File: src/sv/bfra_pkg.sv
package bfra_pkg;

    localparam int SIZE_W = 13;
    localparam int OFF_W  = 12;

    localparam logic CMD_ALLOC   = 1'b0;
    localparam logic CMD_RELEASE = 1'b1;

    localparam logic [1:0] STATUS_OK         = 2'd0;
    localparam logic [1:0] STATUS_NO_SPACE   = 2'd1;
    localparam logic [1:0] STATUS_TABLE_FULL = 2'd2;

    localparam logic [SIZE_W-1:0] LIMIT_RESET = 13'd4096;

    typedef struct packed {
        logic              cmd;
        logic [SIZE_W-1:0] request_size;
        logic [OFF_W-1:0]  release_offset;
    } bfra_req_t;

    typedef struct packed {
        logic [1:0]        status;
        logic [OFF_W-1:0]  granted_offset;
        logic [SIZE_W-1:0] top_after;
    } bfra_rsp_t;

    // Start is kept at full arena width so that ranges above offset 4095 stay exact.
    typedef struct packed {
        logic              valid;
        logic [SIZE_W-1:0] start;
        logic [SIZE_W-1:0] length;
    } bfra_entry_t;

    typedef enum logic [3:0] {
        S_CLEAR,
        S_IDLE,
        S_NOP,
        S_ASCAN,
        S_AFIN,
        S_PSCAN,
        S_PMERGE,
        S_NSCAN,
        S_NMERGE,
        S_RFIN
    } bfra_state_t;

endpackage

File: src/sv/bfra_mem.sv
module bfra_mem
    import bfra_pkg::*;
#(
    parameter int DEPTH = 64,
    parameter int AW    = 6
) (
    input  logic              aclk,
    input  logic              we,
    input  logic [AW-1:0]     waddr,
    input  bfra_entry_t       wdata,
    input  logic [AW-1:0]     raddr,
    output bfra_entry_t       rdata
);

    bfra_entry_t entries_reg [DEPTH];
    bfra_entry_t rdata_reg;

    always_ff @(posedge aclk) begin
        if (we) begin
            entries_reg[waddr] <= wdata;
        end
        rdata_reg <= entries_reg[raddr];
    end

    assign rdata = rdata_reg;

endmodule

File: src/sv/bfra_ctrl.sv
module bfra_ctrl
    import bfra_pkg::*;
#(
    parameter int DEPTH = 64,
    parameter int AW    = 6
) (
    input  logic              aclk,
    input  logic              aresetn,
    input  logic [SIZE_W-1:0] eff_limit,
    input  logic              s_valid,
    output logic              s_ready,
    input  bfra_req_t         s_payload,
    output logic              m_valid,
    input  logic              m_ready,
    output bfra_rsp_t         m_payload,
    output logic              mem_we,
    output logic [AW-1:0]     mem_waddr,
    output bfra_entry_t       mem_wdata,
    output logic [AW-1:0]     mem_raddr,
    input  bfra_entry_t       mem_rdata
);

    localparam logic [AW:0] CNT_END  = (AW + 1)'(DEPTH);
    localparam logic [AW:0] CNT_LAST = (AW + 1)'(DEPTH - 1);

    bfra_state_t       state_reg, state_next;
    logic [AW:0]       cnt_reg, cnt_next;
    logic              rvalid_reg, rvalid_next;
    logic [AW-1:0]     ridx_reg, ridx_next;
    logic              cmd_reg, cmd_next;
    logic [SIZE_W-1:0] size_reg, size_next;
    logic [OFF_W-1:0]  off_reg, off_next;
    logic              found_reg, found_next;
    logic [AW-1:0]     bidx_reg, bidx_next;
    logic [SIZE_W-1:0] bstart_reg, bstart_next;
    logic [SIZE_W-1:0] blen_reg, blen_next;
    logic              have_free_reg, have_free_next;
    logic [AW-1:0]     fidx_reg, fidx_next;
    logic [SIZE_W-1:0] mo_reg, mo_next;
    logic [SIZE_W:0]   ml_reg, ml_next;
    logic              nmerge_reg, nmerge_next;
    logic [SIZE_W-1:0] top_reg, top_next;
    logic              out_valid_reg, out_valid_next;
    bfra_rsp_t         out_reg, out_next;

    logic              out_free;
    logic              load_out;
    logic [1:0]        rsp_status;
    logic [OFF_W-1:0]  rsp_granted;
    logic [SIZE_W+1:0] merged_end;
    logic              better;

    assign merged_end = {2'b0, mo_reg} + {1'b0, ml_reg};

    always_ff @(posedge aclk) begin
        if (!aresetn) begin
            state_reg     <= S_CLEAR;
            cnt_reg       <= '0;
            rvalid_reg    <= 1'b0;
            top_reg       <= '0;
            out_valid_reg <= 1'b0;
        end else begin
            state_reg     <= state_next;
            cnt_reg       <= cnt_next;
            rvalid_reg    <= rvalid_next;
            top_reg       <= top_next;
            out_valid_reg <= out_valid_next;
        end
    end

    always_ff @(posedge aclk) begin
        ridx_reg      <= ridx_next;
        cmd_reg       <= cmd_next;
        size_reg      <= size_next;
        off_reg       <= off_next;
        found_reg     <= found_next;
        bidx_reg      <= bidx_next;
        bstart_reg    <= bstart_next;
        blen_reg      <= blen_next;
        have_free_reg <= have_free_next;
        fidx_reg      <= fidx_next;
        mo_reg        <= mo_next;
        ml_reg        <= ml_next;
        nmerge_reg    <= nmerge_next;
        out_reg       <= out_next;
    end

    always_comb begin
        state_next     = state_reg;
        cnt_next       = cnt_reg;
        rvalid_next    = 1'b0;
        ridx_next      = cnt_reg[AW-1:0];
        cmd_next       = cmd_reg;
        size_next      = size_reg;
        off_next       = off_reg;
        found_next     = found_reg;
        bidx_next      = bidx_reg;
        bstart_next    = bstart_reg;
        blen_next      = blen_reg;
        have_free_next = have_free_reg;
        fidx_next      = fidx_reg;
        mo_next        = mo_reg;
        ml_next        = ml_reg;
        nmerge_next    = nmerge_reg;
        top_next       = top_reg;
        out_next       = out_reg;
        out_free       = !out_valid_reg || m_ready;
        out_valid_next = out_valid_reg && !m_ready;
        load_out       = 1'b0;
        rsp_status     = STATUS_OK;
        rsp_granted    = '0;
        s_ready        = 1'b0;
        mem_we         = 1'b0;
        mem_waddr      = bidx_reg;
        mem_wdata      = '{valid: 1'b0, start: bstart_reg, length: blen_reg};
        mem_raddr      = cnt_reg[AW-1:0];
        better         = 1'b0;

        case (state_reg)
            S_CLEAR: begin
                mem_we    = 1'b1;
                mem_waddr = cnt_reg[AW-1:0];
                mem_wdata = '0;
                cnt_next  = cnt_reg + 1'b1;
                if (cnt_reg == CNT_LAST) begin
                    state_next = S_IDLE;
                end
            end
            S_IDLE: begin
                s_ready = 1'b1;
                if (s_valid) begin
                    cmd_next       = s_payload.cmd;
                    size_next      = s_payload.request_size;
                    off_next       = s_payload.release_offset;
                    cnt_next       = '0;
                    found_next     = 1'b0;
                    have_free_next = 1'b0;
                    nmerge_next    = 1'b0;
                    if (s_payload.request_size == '0) begin
                        state_next = S_NOP;
                    end else if (s_payload.cmd == CMD_ALLOC) begin
                        state_next = S_ASCAN;
                    end else if (({2'b0, s_payload.release_offset}
                                  + {1'b0, s_payload.request_size}) > {1'b0, top_reg}) begin
                        state_next = S_NOP;
                    end else begin
                        state_next = S_PSCAN;
                    end
                end
            end
            S_NOP: begin
                if (out_free) begin
                    load_out   = 1'b1;
                    state_next = S_IDLE;
                end
            end
            S_ASCAN, S_PSCAN, S_NSCAN: begin
                if (cnt_reg != CNT_END) begin
                    rvalid_next = 1'b1;
                    cnt_next    = cnt_reg + 1'b1;
                end else begin
                    case (state_reg)
                        S_ASCAN: state_next = S_AFIN;
                        S_PSCAN: state_next = S_PMERGE;
                        default: state_next = S_NMERGE;
                    endcase
                end
                if (rvalid_reg) begin
                    case (state_reg)
                        S_ASCAN: begin
                            // Best fit: shortest range that holds the size, lowest start on a tie.
                            better = mem_rdata.valid && (mem_rdata.length >= size_reg) &&
                                     (!found_reg || (mem_rdata.length < blen_reg) ||
                                      ((mem_rdata.length == blen_reg) &&
                                       (mem_rdata.start < bstart_reg)));
                        end
                        S_PSCAN: begin
                            better = mem_rdata.valid &&
                                     (mem_rdata.start < {1'b0, off_reg}) &&
                                     (!found_reg || (mem_rdata.start > bstart_reg));
                        end
                        default: begin
                            better = mem_rdata.valid && (mem_rdata.start >= mo_reg) &&
                                     (!found_reg || (mem_rdata.start < bstart_reg));
                            if (!mem_rdata.valid && !have_free_reg) begin
                                have_free_next = 1'b1;
                                fidx_next      = ridx_reg;
                            end
                        end
                    endcase
                    if (better) begin
                        found_next  = 1'b1;
                        bidx_next   = ridx_reg;
                        bstart_next = mem_rdata.start;
                        blen_next   = mem_rdata.length;
                    end
                end
            end
            S_AFIN: begin
                if (out_free) begin
                    load_out   = 1'b1;
                    state_next = S_IDLE;
                    if (found_reg) begin
                        rsp_granted = bstart_reg[OFF_W-1:0];
                        mem_we      = 1'b1;
                        if (blen_reg == size_reg) begin
                            mem_wdata.valid = 1'b0;
                        end else begin
                            mem_wdata.valid  = 1'b1;
                            mem_wdata.start  = bstart_reg + size_reg;
                            mem_wdata.length = blen_reg - size_reg;
                        end
                    end else if (({1'b0, top_reg} + {1'b0, size_reg}) <= {1'b0, eff_limit}) begin
                        rsp_granted = top_reg[OFF_W-1:0];
                        top_next    = top_reg + size_reg;
                    end else begin
                        rsp_status = STATUS_NO_SPACE;
                    end
                end
            end
            S_PMERGE: begin
                if (found_reg &&
                    (({1'b0, bstart_reg} + {1'b0, blen_reg}) == {2'b0, off_reg})) begin
                    mo_next = bstart_reg;
                    ml_next = {1'b0, size_reg} + {1'b0, blen_reg};
                    mem_we  = 1'b1;
                end else begin
                    mo_next = {1'b0, off_reg};
                    ml_next = {1'b0, size_reg};
                end
                found_next = 1'b0;
                cnt_next   = '0;
                state_next = S_NSCAN;
            end
            S_NMERGE: begin
                if (found_reg && (merged_end == {2'b0, bstart_reg})) begin
                    ml_next     = ml_reg + {1'b0, blen_reg};
                    nmerge_next = 1'b1;
                    mem_we      = 1'b1;
                end
                state_next = S_RFIN;
            end
            S_RFIN: begin
                if (out_free) begin
                    load_out   = 1'b1;
                    state_next = S_IDLE;
                    mem_wdata  = '{valid: 1'b1, start: mo_reg, length: ml_reg[SIZE_W-1:0]};
                    if (merged_end == {2'b0, top_reg}) begin
                        top_next = mo_reg;
                    end else if (nmerge_reg && (!have_free_reg || (bidx_reg < fidx_reg))) begin
                        // The absorbed next entry is now the lowest free slot.
                        mem_we    = 1'b1;
                        mem_waddr = bidx_reg;
                    end else if (have_free_reg) begin
                        mem_we    = 1'b1;
                        mem_waddr = fidx_reg;
                    end else begin
                        rsp_status = STATUS_TABLE_FULL;
                    end
                end
            end
            default: begin
                state_next = S_IDLE;
            end
        endcase

        if (load_out) begin
            out_valid_next = 1'b1;
            out_next       = '{status: rsp_status, granted_offset: rsp_granted,
                               top_after: top_next};
        end
    end

    assign m_valid   = out_valid_reg;
    assign m_payload = out_reg;

    a_no_write_in_scan: assert property (@(posedge aclk) disable iff (!aresetn)
        (state_reg == S_ASCAN || state_reg == S_PSCAN || state_reg == S_NSCAN) |-> !mem_we)
        else $error("free table written during a scan");

    a_top_changes_at_finish: assert property (@(posedge aclk) disable iff (!aresetn)
        ($past(aresetn) && !$stable(top_reg)) |->
        ($past(state_reg) == S_AFIN || $past(state_reg) == S_RFIN))
        else $error("arena top changed outside a finishing step");

    a_full_means_no_slot: assert property (@(posedge aclk) disable iff (!aresetn)
        (load_out && rsp_status == STATUS_TABLE_FULL) |-> (!have_free_reg && !nmerge_reg))
        else $error("table full reported while a slot was free");

    a_read_only_in_scan: assert property (@(posedge aclk) disable iff (!aresetn)
        rvalid_reg |-> (state_reg == S_ASCAN || state_reg == S_PSCAN || state_reg == S_NSCAN))
        else $error("read data returned outside a scan");

endmodule

File: src/sv/best_fit_range_allocator.sv
// Best-fit range allocator. Each beat on s_ carries an allocate or release request and produces
// exactly one result beat on m_. The free-range table lives in a single-port-write, registered-read
// memory of FREE_ENTRIES words, and each request walks it one entry per cycle: an allocate makes
// one best-fit pass, and a release makes a pass for the previous neighbor, then a pass for the next
// neighbor and the first free slot. Zero-size requests and releases past the arena top skip the
// scans. After reset the block clears the table before s_ready rises; pool_limit can be written
// over the APB port at any time during that pass.
module best_fit_range_allocator
    import bfra_pkg::*;
#(
    parameter int POOL_SLOTS   = 4096,
    parameter int FREE_ENTRIES = 64
) (
    input  logic        aclk,
    input  logic        aresetn,
    input  logic        psel,
    input  logic        penable,
    input  logic        pwrite,
    input  logic [2:0]  paddr,
    input  logic [31:0] pwdata,
    output logic [31:0] prdata,
    output logic        pready,
    input  logic        s_valid,
    output logic        s_ready,
    input  bfra_req_t   s_payload,
    output logic        m_valid,
    input  logic        m_ready,
    output bfra_rsp_t   m_payload
);

    localparam int AW        = $clog2(FREE_ENTRIES);
    localparam int LIMIT_CAP = (POOL_SLOTS > 8191) ? 8191 : POOL_SLOTS;

    logic [SIZE_W-1:0] pool_limit_reg;
    logic [SIZE_W-1:0] eff_limit;
    logic              mem_we;
    logic [AW-1:0]     mem_waddr;
    logic [AW-1:0]     mem_raddr;
    bfra_entry_t       mem_wdata;
    bfra_entry_t       mem_rdata;

    assign pready = 1'b1;

    always_ff @(posedge aclk) begin
        if (!aresetn) begin
            pool_limit_reg <= LIMIT_RESET;
        end else if (psel && penable && pwrite && !paddr[2]) begin
            pool_limit_reg <= pwdata[SIZE_W-1:0];
        end
    end

    assign prdata    = paddr[2] ? '0 : {{(32 - SIZE_W){1'b0}}, pool_limit_reg};
    assign eff_limit = (pool_limit_reg < SIZE_W'(LIMIT_CAP)) ? pool_limit_reg
                                                              : SIZE_W'(LIMIT_CAP);

    bfra_mem #(.DEPTH(FREE_ENTRIES), .AW(AW)) u_mem (
        .aclk  (aclk),
        .we    (mem_we),
        .waddr (mem_waddr),
        .wdata (mem_wdata),
        .raddr (mem_raddr),
        .rdata (mem_rdata)
    );

    bfra_ctrl #(.DEPTH(FREE_ENTRIES), .AW(AW)) u_ctrl (
        .aclk      (aclk),
        .aresetn   (aresetn),
        .eff_limit (eff_limit),
        .s_valid   (s_valid),
        .s_ready   (s_ready),
        .s_payload (s_payload),
        .m_valid   (m_valid),
        .m_ready   (m_ready),
        .m_payload (m_payload),
        .mem_we    (mem_we),
        .mem_waddr (mem_waddr),
        .mem_wdata (mem_wdata),
        .mem_raddr (mem_raddr),
        .mem_rdata (mem_rdata)
    );

endmodule
File: config.mk
export PLATFORM = sky130hd
export DESIGN_NAME = best_fit_range_allocator
export DESIGN_NICKNAME = d
export VERILOG_FILES = /design/src/sv/bfra_pkg.sv /design/src/sv/bfra_mem.sv /design/src/sv/bfra_ctrl.sv /design/src/sv/best_fit_range_allocator.sv
export SDC_FILE = /design/constraint.sdc
export NUM_CORES = 2
export LEC_CHECK = 0
export ABC_AREA = 0
export BUFFER_PORTS_ARGS = -buffer_cell sky130_fd_sc_hd__buf_2
export CELL_PAD_IN_SITES_DETAIL_PLACEMENT = 0
export CELL_PAD_IN_SITES_GLOBAL_PLACEMENT = 1
export CORE_UTILIZATION = 36
export CTS_BUF_LIST = sky130_fd_sc_hd__clkbuf_4 sky130_fd_sc_hd__clkbuf_8 sky130_fd_sc_hd__clkbuf_16
export DETAILED_ROUTE_END_ITERATION = 8
export PLACE_DENSITY = 0.68
export SLEW_MARGIN = 20
export SYNTH_ARGS = -nofsm -noshare
export SYNTH_HDL_FRONTEND = slang
export SYNTH_HIERARCHICAL = 1
export SYNTH_SLANG_ARGS = --single-unit
File: constraint.sdc
create_clock -name aclk -period 12.9 [get_ports aclk]
set_input_delay 0.645 -clock aclk [delete_from_list [all_inputs] [get_ports aclk]]
set_output_delay 0.645 -clock aclk [all_outputs]
set_load 0.01 [all_outputs]
# Word level (Yosys, flattened, before mapping)
# Memories as Yosys holds them, arrays and structs flattened. A register that Yosys moved wholly into a read port is not among the register bits.
# Index checks and enable logic that the tools add are counted.
# W data, S select, Z words.
[totals]
inputBits = 68
ram_bits = 1728
register_bits = 165
n_memories = 1
wordCells = 192
[memory_table]
columns = ["memory", "depth", "word_bits", "read_ports", "rd_clocked_by_memory_dff", "wr", "line", "text"]
rows = [
  ["u_mem.entries_reg", 64, 27, 1, 1, 1, "bfra_mem.sv:15", "bfra_entry_t entries_reg [DEPTH];"],
]
[op_classes]
n_eq_ne = 26
magnitude_cmp = 10
n_addsub = 10
reduce_logical = 48
muxes = 74
bitwise_logic = 1
[op_table]
columns = ["op", "count"]
rows = [
  ["$mux W13", 7],
  ["$mux W27", 3],
  ["$pmux W27 S3", 1],
  ["$add A13 B13 Y14", 3],
  ["$mux W12", 3],
  ["$eq A15 B13 Y1", 2],
  ["$mux W14", 2],
  ["$pmux W14 S2", 1],
  ["$pmux W7 S4", 1],
  ["$add A13 B13 Y13", 2],
  ["$eq A13 B13 Y1", 2],
  ["$ge A13 B13 Y1", 2],
  ["$lt A13 B13 Y1", 2],
  ["$mux W1", 26],
  ["$mux W26", 1],
  ["$pmux W13 S2", 1],
  ["$mux W4", 6],
  ["$mux W6", 4],
  ["$pmux W4 S6", 1],
  ["$eq A4 B3 Y1 const B", 4],
  ["$add A13 B14 Y15", 1],
  ["$logic_and A1 B1 Y1", 15],
  ["$add A12 B13 Y14", 1],
  ["$add A14 B13 Y14", 1],
  ["39 further kinds", 77],
]

# Depth between registers and ports, before layout
[logic_depth]
depth_word = 10
mapped_depth = 21

# Modules after synthesis
# Netlist, hierarchy kept.
[modules_own_cells]
columns = ["module", "cells_per_inst", "instances", "area_per_inst_um2"]
rows = [
  ["bfra_mem", 2958, 1, 66637.7],
  ["bfra_ctrl", 1530, 1, 14034.7],
  ["best_fit_range_allocator", 107, 1, 875.8],
]

# Worst setup path before layout
# Ideal clock, no wire load.
[synth_timing]
kind = "register to register"
startpoint = "register u_ctrl.mo_reg[0]"
endpoint = "memory u_mem/entries_reg[28][0] (netlist bit), enable pin"
synth_period_minus_slack_ns = 6.211
setup_slack_ns = 6.689
path_stages_with_launch = 18
arrival_time_ns = 5.800
setup_time_ns = 0.411
n_path_buf = 3
required_time_ns = 12.489
path_cell_list = "edfxtp_1 ha_1 fa_1 a211o_4 a2111oi_4 o21ai_2 o41ai_4 xnor3_1 a211oi_4 a31oi_1 and3_1 clkbuf_2 a221o_1 clkbuf_1 or3b_2 or2_2 clkbuf_1 nor2_1"
[synth_via]
elab_cells_between_ends = 13
[synth_rtl]
columns = ["item", "line", "text"]
rows = [
  ["start: declaration", "bfra_ctrl.sv:39", "logic [SIZE_W-1:0] mo_reg, mo_next;"],
  ["start signal: assignment", "bfra_ctrl.sv:82", "mo_reg <= mo_next;"],
  ["$add A13 B14 Y15", "bfra_ctrl.sv:53", "assign merged_end = {2'b0, mo_reg} + {1'b0, ml_reg};"],
  ["$eq A15 B13 Y1", "bfra_ctrl.sv:248", "if (merged_end == {2'b0, top_reg}) begin"],
  ["$mux W6", "bfra_ctrl.sv:248", ""],
  ["$mux W6", "bfra_ctrl.sv:244", "if (out_free) begin"],
  ["$pmux W6 S2", "bfra_ctrl.sv:119", "case (state_reg)"],
  ["net mem_waddr[1]", "best_fit_range_allocator.sv:37", "logic [AW-1:0] mem_waddr;"],
  ["end: declaration", "bfra_mem.sv:15", ""],
]
# The timed path passes the listed nets, and every way through them passes these cells.

# Worst setup path after layout
[layout_timing]
startpoint = "register u_ctrl.blen_reg[1]"
endpoint = "memory u_mem/entries_reg[58][24] (netlist bit), enable pin"
[layout_via]
elab_chain_cells = 7
[layout_rtl]
columns = ["item", "line", "text"]
rows = [
  ["start: declaration", "bfra_ctrl.sv:36", "logic [SIZE_W-1:0] blen_reg, blen_next;"],
  ["start signal: assignment", "bfra_ctrl.sv:79", "blen_reg <= blen_next;"],
  ["$add A13 B13 Y14", "bfra_ctrl.sv:223", "(({1'b0, bstart_reg} + {1'b0, blen_reg}) == {2'b0, off_reg})) begin"],
  ["$eq A14 B12 Y1", "bfra_ctrl.sv:223", ""],
  ["$logic_and A1 B1 Y1", "bfra_ctrl.sv:222", "if (found_reg &&"],
  ["$mux W1", "bfra_ctrl.sv:222", ""],
  ["$pmux W1 S5", "bfra_ctrl.sv:119", ""],
  ["net mem_we", "best_fit_range_allocator.sv:36", "logic mem_we;"],
  ["$mux W1", "bfra_mem.sv:19", "if (we) begin"],
  ["$mux W1 (not written as such)", "bfra_mem.sv:20", "entries_reg[waddr] <= wdata;"],
]
# The timed path passes the listed nets, and every way through them passes these cells.

==> impl_metrics.env <==
export IMPL_outcome="finished with violations"
export IMPL_violations="design-rule violations"
export IMPL_relSlewSlack=0.225
export IMPL_powerDensity_mw_per_mm2=141
export IMPL_num_rows=174
export IMPL_finClkSkew_ps=108
export IMPL_gp_congestion=0.887
export IMPL_dp_hpwl_mm=130
export IMPL_setup_tns_final_ps=0
export IMPL_nets=5030
export IMPL_period_share=0.545
export IMPL_slowest_delay_ps=1100
export IMPL_syn_cell_area_mm2=0.0815
export IMPL_cp_slowest_cell="nor2_4"
export IMPL_die_area_mm2=0.228
export IMPL_ys_types=95
export IMPL_vias=43700
export IMPL_portBuffers=88
export IMPL_multi_input_area_mm2=0.0236
export IMPL_synth_mux_area_frac=0.137
export IMPL_post_dp_cell_area_mm2=0.0861
export IMPL_rsz0062_at_grt="false"
export IMPL_hold_viol=0
export IMPL_die_w_um=478
export IMPL_track_usage=0.184
export IMPL_worstPathMaxFanout=27
export IMPL_yosysTopAreaCellShare=0.680
export IMPL_irDropWorstVdd_uv=105
export IMPL_synth_avg_cell_area_um2=17.7
export IMPL_nFillCells=19700
export IMPL_area_growth_pct=14.4
export IMPL_syn_inst=4595
export IMPL_power_leakage_nw=31.3
export IMPL_cts_tree="built"
export IMPL_drive_gt1_frac=0.215
export IMPL_drtIter0Drc=4434
export IMPL_final_area_mm2=0.0933
export IMPL_arrival_ps=7430
export IMPL_wl_per_cell_um=27.0
export IMPL_cts_buffers=191
export IMPL_die_y_um=478
export IMPL_cts_sinks=1920
export IMPL_synth_most_common_cell="edfxtp_1"
export IMPL_maxCapViolations=0
export IMPL_clock_latency_ps=890
export IMPL_ys_ff_latch=1920
export IMPL_initial_utilization=0.363
export IMPL_drt_drc_violations_left=48
export IMPL_cp_end_kind="flip-flop"
export IMPL_start_kind="flip-flop"
export IMPL_antenna_found_initial=6
export IMPL_cts_htree_levels=4
export IMPL_yosys_area_share_simple=0.0379
export IMPL_tightest_slew_ps=1150
export IMPL_hold_path_class="in2reg"
export IMPL_fmax_mhz=142
export IMPL_grt_pass1_vias=43000
export IMPL_setup_violations=0
export IMPL_cts_resized=0
export IMPL_drv_slew=0
export IMPL_synth_top_family_by_area="multiplexers"
export IMPL_synth_common_cells="edfxtp_1 (1848), mux4_2 (374), mux2i_1 (251)"
export IMPL_synth_area_leader_cell="edfxtp_1"
export IMPL_path_cells="inv_1 > fa_1 > nor2b_1 > o31ai_1 > a21boi_0 > xnor2_1 > nand2_1 > a2111oi_0 > and4_1 > nand2_1 > nand3_1 > nand3_1 > nor2_4"
export IMPL_ios=130
export IMPL_grt_max_degree=113
export IMPL_synth_fa_ha_area_frac=0.0322
export IMPL_grt_pass1_wl_mm=307
export IMPL_cts_setup_buffers=0
export IMPL_overflow=0
export IMPL_seq_area_mm2=0.0570
export IMPL_synth_edf_count=1848
export IMPL_synth_compound_area_frac=0.0596
export IMPL_drtAntennaViolNets=0
export IMPL_async_flop_share=0
export IMPL_largest_reg_flops=1728
export IMPL_routed_wl_mm=213
export IMPL_period_needed_ps=7030
export IMPL_cp_num_buf_inv=1
export IMPL_yosysSeqAreaShare=0.698
export IMPL_worst_setup_path_type="reg2reg"
export IMPL_viasPerCell=5.53
export IMPL_cp_top_family="simple AND/OR/NAND/NOR gates"
export IMPL_dr_pass1_iters=8
export IMPL_synthFlopType="edfxtp_1"
export IMPL_clk_pin_slew_ps=60
export IMPL_cts_buffer_depth=3
export IMPL_synth_xor_area_frac=0.0129
export IMPL_crit_required_ps=13300
export IMPL_ys_top_cells_by_area="edfxtp_1 (68%), mux4_2 (10%), mux2i_1 (3.1%)"
export IMPL_cts_root_buf="clkbuf_16"
export IMPL_yosysWarningCount=6
export IMPL_core_area_mm2=0.225
-- where the power goes --
group	internal (mW)	switching [mW]	total (mW)
combinational	0.241	0.344	0.585
clock	3.30	2.45	5.74
sequential	6.79	0.0524	6.84
-- cells by family (layout without fill, tap and decap cells) --
kind of cell | Yosys count | after routing
buffers and inverters | 391 | 697
and+or+nand+nor | 611 | 611
muxes | 643 | 643
DFF | 1920 | 1920
xor gates and xnor gates | 117 | 117
other | 2 | 26
adders and majority gates | 205 | 205
AOI/OAI and AO/OA | 706 | 706
-- repair_timing --
item                       4_1_cts  5_1_grt
hold buffers                     6        0
hold endpoints to repair         6        0
setup endpoints to repair        0        0
-- placed cells by master (no fill, tap or decap), types with 18 or more instances in the layout --
master | Yosys | layout
nand4_1 | 28 | 28
a21o_1 | 37 | 37
edfxtp_1 | 1848 | 1848
bufinv_16 | 0 | 22
mux2i_1 | 251 | 251
and3_1 | 35 | 35
nor2b_1 | 41 | 39
buf_4 | 59 | 73
dfxtp_1 | 72 | 67
conb_1 | 2 | 20
o211ai_1 | 18 | 18
a211oi_1 | 24 | 23
clkinv_2 | 0 | 37
xor2_1 | 33 | 33
nor2_4 | 0 | 58
o22ai_1 | 51 | 51
a31oi_1 | 53 | 53
inv_1 | 143 | 139
nor3_1 | 32 | 32
buf_16 | 0 | 20
clkbuf_16 | 0 | 191
a22oi_1 | 108 | 108
xnor2_1 | 82 | 82
nor2_1 | 169 | 101
ha_1 | 197 | 197
o31ai_1 | 23 | 21
clkinv_1 | 1 | 38
nand2_1 | 123 | 122
o21ai_0 | 147 | 132
buf_2 | 61 | 88
o21bai_1 | 18 | 18
nand3_1 | 43 | 43
mux2_2 | 18 | 18
and2_1 | 27 | 26
a21oi_1 | 84 | 84
mux4_2 | 374 | 374
or3_1 | 21 | 21
clkbuf_4 | 0 | 32
or2_2 | 18 | 18
-- area by class of cell --
| cell class | count | area share |
|---|---|---|
| clock buffer | 229 | 0.0547 |
| sequential | 1920 | 0.611 |
| timing repair buffer | 198 | 0.0195 |
| inverter | 144 | 0.00581 |
| clock inverter | 126 | 0.0165 |
| antenna | 6 | 0.000161 |
| tap | 2992 | 0.0401 |
| multi-input combinational | 2302 | 0.253 |
-- worst register-to-register path, delay by kind of cell (launching register included) --
family                     cells  cell delay [ps]
xor gates and xnor gates       1              200
and+or+nand+nor                7             3800
DFF                            1              540
adders and majority gates      1              480
buffers and inverters          1              230
AOI/OAI and AO/OA              3             1320
-- worst paths after layout --
path | startpoint | endpoint | slack, ps | cells past startpoint
min reg2reg | u_ctrl/ridx_reg[3] | u_ctrl/fidx_reg[3] | 420 | 0
max | u_ctrl/blen_reg[1] | u_mem/entries_reg[58][24] | 5870 | 13
min | s_payload[8] | u_ctrl/off_reg[8] | 70 | 1
max reg2reg | u_ctrl/blen_reg[1] | u_mem/entries_reg[58][24] | 5870 | 13
-- metrics by stage --
step	instances	utilization	setup slack (ps)	hold WS [ps]	total power [mW]
after floorplan	4613	-	6690	388	7.35
after global placement	7524	0.382	5920	404	7.55
after detailed placement	7531	0.383	5970	415	7.55
after CTS	7892	0.413	5930	4.38	13.3
after global routing	7912	0.415	5690	38.4	13.6
final	7917	0.415	5870	69.5	13.2
-- metal layers --
metal,vias to the layer above,global-route usage,part of all wire,wire length [um]
li1,18900,-,-,-
met1,23000,0.266,0.44,94000
met2,1566,0.290,0.46,99200
met3,234,0.0275,0.070,15000
met4,0,0.0518,0.025,5350
met5,-,0,0,0
Note: power is estimated with default switching activity, not from simulation.
